## src/sv/base85_group_decoder_defines.svh

```systemverilog
// Assertion macros shared by the base-85 group decoder RTL.
// Included by name from the modules that carry assertions; no other dependencies.
`ifndef BASE85_GROUP_DECODER_DEFINES_SVH
`define BASE85_GROUP_DECODER_DEFINES_SVH

`ifndef SYNTH

// Check a condition at every clock edge outside reset.
`define B85_ASSERT_ALWAYS(label, clk_sig, rst_sig, prop) \
  label: assert property (@(posedge clk_sig) disable iff (rst_sig) (prop)) \
    else $error("b85 assertion failed");

// Check a consequence in the cycle after its trigger.
`define B85_ASSERT_NEXT(label, clk_sig, rst_sig, ante, cons) \
  label: assert property (@(posedge clk_sig) disable iff (rst_sig) (ante) |=> (cons)) \
    else $error("b85 assertion failed");

`else

`define B85_ASSERT_ALWAYS(label, clk_sig, rst_sig, prop)
`define B85_ASSERT_NEXT(label, clk_sig, rst_sig, ante, cons)

`endif

`endif

```

## src/sv/b85gd_pkg.sv

```systemverilog
// Types, status codes and alphabet/weight functions for the base-85 group decoder.
// Self-contained; imported by base85_group_decoder.
`default_nettype none

package b85gd_pkg;

  typedef enum logic [1:0] {
    STATUS_OK       = 2'd0,
    STATUS_BAD_CHAR = 2'd1,
    STATUS_OVERFLOW = 2'd2
  } status_t;

  typedef struct packed {
    logic       ok;
    logic [6:0] digit;
  } digit_t;

  // Map a character to its digit; ok is low outside the alphabet.
  function automatic digit_t decode_char(logic [7:0] c);
    digit_t d;
    logic [7:0] diff;
    d.ok    = 1'b1;
    d.digit = 7'd0;
    diff    = 8'd0;
    if (c == 8'h21) begin
      diff = 8'd0;
    end else if (c >= 8'h28 && c <= 8'h3E) begin
      diff = c - 8'h27;
    end else if (c >= 8'h40 && c <= 8'h5B) begin
      diff = c - 8'h28;
    end else if (c >= 8'h5D && c <= 8'h5F) begin
      diff = c - 8'h29;
    end else if (c >= 8'h61 && c <= 8'h7E) begin
      diff = c - 8'h2A;
    end else begin
      d.ok = 1'b0;
    end
    d.digit = diff[6:0];
    return d;
  endfunction

  // Place value of the digit at a given position, least significant first.
  function automatic logic [25:0] digit_weight(logic [2:0] pos);
    logic [25:0] w;
    case (pos)
      3'd0:    w = 26'd1;
      3'd1:    w = 26'd85;
      3'd2:    w = 26'd7225;
      3'd3:    w = 26'd614125;
      3'd4:    w = 26'd52200625;
      default: w = 26'd0;
    endcase
    return w;
  endfunction

endpackage

`default_nettype wire

```

## src/sv/base85_group_decoder.sv

```systemverilog
// Base-85 group decoder: one character in per transaction, decoded bytes out.
// Depends on b85gd_pkg and base85_group_decoder_defines.svh.
`default_nettype none

`include "base85_group_decoder_defines.svh"

// The block takes one base-85 character per input transaction and returns
// the decoded bytes, least significant byte of each group first. Digits
// gather into a group of five; a full group gives four bytes, and the
// character marked end_of_data closes a partial group of n digits, giving
// one byte for n=1 and n-1 bytes otherwise. A character outside the
// alphabet, or a group whose value does not fit its byte count, gives a
// single result with out_byte 0 and a nonzero status, and clears the group.
// last_in_run marks the final result caused by one input character.
// Rate: the input side takes one character per clock while in_ready is
// high. The digit accumulate (one 26x7 multiply and a 33-bit add) and the
// group checks finish in the accepting cycle and land in a one-entry
// record register; a serializer then hands out one byte per clock while
// out_ready is high. The first result of a character passes through the
// record register and then the serializer register before it is offered.
// in_ready is low only while the record register holds a record waiting
// behind a group that the serializer is still draining. A steady run of
// full groups, five characters for four bytes, never stalls the input
// while out_ready stays high; an error or a short closing group that lands
// right behind a full group holds in_ready low until that group has drained.
module base85_group_decoder
  import b85gd_pkg::*;
(
  input  wire logic       clk,
  input  wire logic       rst,
  input  wire logic       in_valid,
  output logic            in_ready,
  input  wire logic [7:0] code_char,
  input  wire logic       end_of_data,
  output logic            out_valid,
  input  wire logic       out_ready,
  output logic [7:0]      out_byte,
  output logic [1:0]      status,
  output logic            last_in_run
);

  // Group accumulator.
  logic [32:0] group_value;
  logic [32:0] group_value_next;
  logic [2:0]  digit_count;
  logic [2:0]  digit_count_next;

  // Record register: one decoded group (or error) waiting for the serializer.
  logic        rec_valid;
  logic [31:0] rec_value;
  logic [1:0]  rec_left;      // bytes in the record minus one
  status_t     rec_status;

  // Serializer: byte currently offered on the output.
  logic        ser_valid;
  logic [31:0] ser_value;
  logic [1:0]  ser_left;      // bytes still to send after this one
  status_t     ser_status;

  // Record produced by the transaction accepted this cycle.
  logic        new_valid;
  logic [31:0] new_value;
  logic [1:0]  new_left;
  status_t     new_status;

  logic        in_fire;
  logic        out_fire;
  logic        load_ser;
  digit_t      dec;
  logic [32:0] prod;
  logic [32:0] sum;
  logic [2:0]  cnt_inc;

  assign out_fire = out_valid && out_ready;
  // Serializer takes the next record when empty or on handing out its last byte.
  assign load_ser = !ser_valid || (out_fire && (ser_left == 2'd0));
  assign in_ready = !rec_valid || load_ser;
  assign in_fire  = in_valid && in_ready;

  assign dec     = decode_char(code_char);
  assign prod    = {7'd0, digit_weight(digit_count)} * {26'd0, dec.digit};
  assign sum     = group_value + prod;
  assign cnt_inc = digit_count + 3'd1;

  // Next group state and the record for the accepted character.
  always_comb begin
    group_value_next = group_value;
    digit_count_next = digit_count;
    new_valid        = 1'b0;
    new_value        = 32'd0;
    new_left         = 2'd0;
    new_status       = STATUS_OK;
    if (in_fire) begin
      if (!dec.ok) begin
        // Drop the group and report one bad character.
        group_value_next = 33'd0;
        digit_count_next = 3'd0;
        new_valid        = 1'b1;
        new_status       = STATUS_BAD_CHAR;
      end else if (cnt_inc == 3'd5) begin
        group_value_next = 33'd0;
        digit_count_next = 3'd0;
        new_valid        = 1'b1;
        if (sum[32]) begin
          new_status = STATUS_OVERFLOW;
        end else begin
          new_value = sum[31:0];
          new_left  = 2'd3;
        end
      end else if (end_of_data) begin
        // Close a partial group: missing digits count as zero.
        group_value_next = 33'd0;
        digit_count_next = 3'd0;
        new_valid        = 1'b1;
        case (cnt_inc)
          3'd4: begin
            new_left = 2'd2;
            if (sum[31:24] != 8'd0) new_status = STATUS_OVERFLOW;
          end
          3'd3: begin
            new_left = 2'd1;
            if (sum[31:16] != 16'd0) new_status = STATUS_OVERFLOW;
          end
          default: begin
            new_left = 2'd0;
            if (sum[31:8] != 24'd0) new_status = STATUS_OVERFLOW;
          end
        endcase
        if (new_status == STATUS_OK) begin
          new_value = sum[31:0];
        end else begin
          new_left = 2'd0;
        end
      end else begin
        // Mid-group character: advance the accumulator, no result.
        group_value_next = sum;
        digit_count_next = cnt_inc;
      end
    end
  end

  // Control state.
  always_ff @(posedge clk) begin
    if (rst) begin
      group_value <= 33'd0;
      digit_count <= 3'd0;
      rec_valid   <= 1'b0;
      ser_valid   <= 1'b0;
    end else begin
      group_value <= group_value_next;
      digit_count <= digit_count_next;
      rec_valid   <= new_valid || (rec_valid && !load_ser);
      if (load_ser) begin
        ser_valid <= rec_valid;
      end
    end
  end

  // Payload registers.
  always_ff @(posedge clk) begin
    if (new_valid) begin
      rec_value  <= new_value;
      rec_left   <= new_left;
      rec_status <= new_status;
    end
    if (load_ser) begin
      ser_value  <= rec_value;
      ser_left   <= rec_left;
      ser_status <= rec_status;
    end else if (out_fire) begin
      // Advance to the next byte of the group.
      ser_value <= {8'd0, ser_value[31:8]};
      ser_left  <= ser_left - 2'd1;
    end
  end

  assign out_valid   = ser_valid;
  assign out_byte    = ser_value[7:0];
  assign status      = ser_status;
  assign last_in_run = (ser_left == 2'd0);

  // An error record is always a single result.
  `B85_ASSERT_ALWAYS(a_err_single, clk, rst, !ser_valid || ser_status == STATUS_OK || ser_left == 2'd0)
  // The group never holds a completed fifth digit.
  `B85_ASSERT_ALWAYS(a_count_range, clk, rst, digit_count <= 3'd4)
  // A bad character clears the group.
  `B85_ASSERT_NEXT(a_bad_clears, clk, rst, in_fire && !dec.ok, digit_count == 3'd0)
  // A waiting record is never lost while the serializer is busy.
  `B85_ASSERT_NEXT(a_rec_held, clk, rst, rec_valid && !load_ser, rec_valid)
  // A group keeps the output busy until its last byte is taken.
  `B85_ASSERT_NEXT(a_run_continues, clk, rst, out_fire && !last_in_run, out_valid)

endmodule

`default_nettype wire

```

## config.mk

```make
export PLATFORM = sky130hd
export DESIGN_NAME = base85_group_decoder
export DESIGN_NICKNAME = d
export VERILOG_FILES = /design/src/sv/b85gd_pkg.sv /design/src/sv/base85_group_decoder.sv
export VERILOG_INCLUDE_DIRS = /design/src /design/src/sv
export SDC_FILE = /design/constraint.sdc
export NUM_CORES = 1
export LEC_CHECK = 0
export BUFFER_PORTS_ARGS = -buffer_cell sky130_fd_sc_hd__buf_2
export CORE_ASPECT_RATIO = 0.7
export CORE_MARGIN = 2
export CORE_UTILIZATION = 45
export CTS_CLUSTER_SIZE = 40
export DETAILED_ROUTE_END_ITERATION = 7
export GPL_ROUTABILITY_DRIVEN = 0
export SYNTH_ARGS = -nofsm -noshare
export SYNTH_HDL_FRONTEND = slang
export SYNTH_SLANG_ARGS = --single-unit
```

## constraint.sdc

```tcl
create_clock -name clk -period 7.6 [get_ports clk]
set_input_delay 0.76 -clock clk [delete_from_list [all_inputs] [get_ports clk]]
set_output_delay 0.76 -clock clk [all_outputs]
set_load 0.02 [all_outputs]
```

==> reports/metrics.csv <==
stage;metric;value;unit
global_routing;grt_first_pass_wirelength;46.15;mm
worst_setup_path;max_stage_delay;560;ps
synth;synth_top_family_by_area;adder cells;
clock_network;clk_pin_slew;80;ps
timing;clock_skew;12.62;ps
worst_setup_path;worstPathRequired;7830;ps
synth;synth-edff-count;72;
min_path;whs_path_depth;0;
timing;hold_viol_final;0;
route;routed_wl;30.76;mm
pwr;power_density;98.68;mW/mm2
floorplanning;ios;26;
job;drv_cap;0;
synth;syn_avg_cell_area;9.187;um2
final_layout;fin_nets;1613;
synth;yosys_warnings;0;
clock_network;clockRootBuffer;clkbuf_16;
clock_network;cts_sinks;110;
worst_setup_path;path_common_cell;fa_1;
global_routing;grt_use_total;23.71;%
timing;setup_viol;0;
place;dpl.hpwl;23.91;mm
worst_setup_path;cp_slowest_cell;fa_1;
route;dr.pass1.iters;5;
global_routing;first_global_vias;8430;
synth;ys_top_cells_by_area;edfxtp_1, fa_1, ha_1;
worst_setup_path;path_class;in2reg;
clock_network;insertion_delay;360;ps
synth;synth-compound-area-share;11.56;%
place;placed_area;0.01269;mm2
clock_network;cts-buffers-inserted;9;
synth;yosysUniqueCellTypes;77;
final_layout;final_area;0.01400;mm2
timing;slew_headroom;16.67;%
timing;worst_pin_slew;1247;ps
synth;synthFlopType;edfxtp_1;
route;vias;8865;
timing;slew_viol_final;0;
final_layout;layout-drive-gt1-share;31.81;%
floorplanning;chipHeight;133.3;um
floorplanning;die_w;188.6;um
synth;ys_seq_area_share;27.22;%
pwr;p_total;1382;uW
timing;rsz0062_at_grt;true;
global_routing;grt_remaining_overflow;0;
outcome;outcome;finished clean;
worst_setup_path;arrival;7800;ps
clock_network;cts_tree;yes;
pwr;total_leakage_power;0.006611;uW
route;drc;0;
final_layout;diodes;0;
pwr;ir_drop;0.0001118;V
worst_setup_path;startpoint_type;input pin;
synth;synthMuxAreaShare;0.1864;%
synth;synth_top_cell_by_area;edfxtp_1;
clock_network;cts_hold_buffers;0;
floorplanning;fp-row-count;47;
synth;synth-async-reset-ratio;0;%
worst_setup_path;critPathMaxFanout;7;
floorplanning;start_util;45.65;%
synth;synth_nets;1391;
place;portBuffers;25;
synth;synth_top_area_share;20.13;%
min_path;hold_path.class;reg2reg;
worst_setup_path;rr_worst_depth;27;
synth;synth_seq_cells;110;
timing;max_freq;0.1322;GHz
synth;yosys.area_share.adder;31.34;%
global_routing;antenna_found_initial;0;
timing;finalCriticalPeriod;7567;ps
final_layout;area_growth;30.41;%
clock_network;cts_buffer_depth;2;
synth;synth-simple-area-share;16.95;%
route;wl_per_cell;17.95;um
route;ant_nets;0;
global_routing;grt_max_degree;39;
final_layout;fillerInstances;2013;
timing;finalCritPeriodShare;99.56;%
route;via_per_inst;5.172;
clock_network;cts-htree-levels;3;
synth;synthCells;1169;
synth;syn_area;0.01074;mm2
route;drt_iter0_markers;697;
floorplanning;die_area;0.02514;mm2
floorplanning;core_area;0.02352;mm2
worst_setup_path;end_kind;flop;
synth;synthXorXnorAreaFrac;2.843;%
-- Yosys cell counts (4+ instances only) --
master and instances:
nand2_1 118, nor2b_2 9, nor2_2 9, or3_1 5, nor2_1 122, a21oi_2 4
a22oi_1 23, nand4_1 7, edfxtp_1 72, xor2_1 16, and3_1 11, nand2b_1 13
xnor2_1 17, and2_1 24, inv_1 214, a21o_1 12, ha_1 109, a21oi_1 52
o21ai_1 4, nand3_1 19, a31oi_1 4, o21ai_0 19, dfxtp_1 38, nor2b_1 10
nor3_1 10, a311oi_1 5, buf_2 7, clkbuf_1 23, fa_1 100, buf_4 9
buf_6 5, o211ai_1 9
-- cell families after synthesis --
group           after synthesis
compound gates              172
xor+xnor                     34
fa+ha+maj                   209
buf+inv                     262
flops                       110
mux                           2
simple gates                380
-- worst paths after layout --
| path | start | to | slack, ps |
|---|---|---|---|
| max | code_char[4] | rec_value[16]$_SDFFCE_PN0P_ | 30 |
| min | rec_status[1]$_SDFFCE_PN0P_ | status[1]$_DFFE_PN_ | 430 |
| max reg2reg | digit_count[2]$_SDFFE_PP0P_ | rec_value[16]$_SDFFCE_PN0P_ | 320 |
| min reg2reg | rec_status[1]$_SDFFCE_PN0P_ | status[1]$_DFFE_PN_ | 430 |
-- per-layer routing --
layer | up-vias | GRT usage [%] | part of all wire, %
met1 | 4312 | 36.35 | 48
met2 | 273 | 34.60 | 43
met4 | 0 | 2.734 | 0.88
met3 | 23 | 5.927 | 8.0
met5 | - | 0 | 0
li1 | 4257 | - | -
-- where the power goes --
part | switching, uW | leakage (uW) | internal (uW)
clock | 247 | 0.000136 | 232
sequential | 9.62 | 0.00107 | 676
combinational | 132 | 0.00541 | 85.0
-- registers in the layout (all words and copies together) (netlist names) --
signal	flops
ser_value	32
ser_left	2
rec_value	32
digit_count	3
rec_status	2
rec_left	2
status	2
group_value	33
out_valid	1
rec_valid	1
-- timing repair --
action                                  CTS  global route
gates resized for setup                   4           166
gates cloned                              0             3
pin swaps                                 0            79
buffers inserted                          1            22
endpoints found under the setup margin   27            36
endpoints found under the hold margin     0             0
-- cell type report --
| class | count | area (um2) | share of cell area, % |
|---|---|---|---|
| Multi-Input combinational cell | 797 | 7599 | 54.26 |
| Sequential cell | 110 | 2923 | 20.87 |
| Timing Repair Buffer | 257 | 1976 | 14.11 |
| Inverter | 216 | 818.3 | 5.843 |
| Tap cell | 318 | 397.9 | 2.841 |
| Clock buffer | 10 | 229.0 | 1.635 |
| Clock inverter | 6 | 62.56 | 0.4467 |
-- placed cells by master (no fill, tap or decap), types with 4 or more instances in the layout --
cell type   synthesis  layout
clkbuf_16           0      11
a21oi_4             1       4
edfxtp_1           72      72
a22oi_1            23      23
a21oi_1            52      35
dfxtp_1            38      38
and2_1             24      22
and3_1             11      10
nand3_1            19      16
nor2b_1            10       7
clkinvlp_4          0       4
inv_2               0      12
nor3_1             10       6
ha_4                0      16
xor2_1             16      14
nand4_1             7       7
xnor2_1            17      14
o211ai_1            9       9
fa_1              100      98
buf_6               5       9
o21ai_1             4       4
a21oi_2             4      18
o21ai_0            19      16
a311oi_2            0       4
buf_4               9     223
nand2b_1           13      10
nor2_1            122      95
nor3_4              0       4
inv_1             214     201
a21o_1             12      12
nor2_4              0      16
nand2_2             1       5
nand2_1           118     113
nor2_2              9      20
buf_2               7      20
o21ai_2             2       5
nor2b_4             0       9
ha_1              109      90
-- critical path, delay by kind of cell --
kind | cells | cell delay, ps
AOI/OAI and AO/OA | 8 | 2190
buffers and inverters | 9 | 1130
adders and majority gates | 6 | 2520
and+or+nand+nor | 6 | 1170
-- per-stage QoR --
stage	cells	worst slack (ps)	hold slack, ps	TNS, ps	utilization (%)
finish	1714	33.44	427.9	0	59.54
global route	1714	-167.6	442.9	-3433	59.54
detailed placement	1672	-428.1	413.6	-12920	53.96
CTS	1689	4.042	432.2	0	55.34
floorplan	1169	8.219	400.3	0	-
global placement	1672	-380.6	405.1	-10240	53.96
Power figures use the tool's default switching activity.
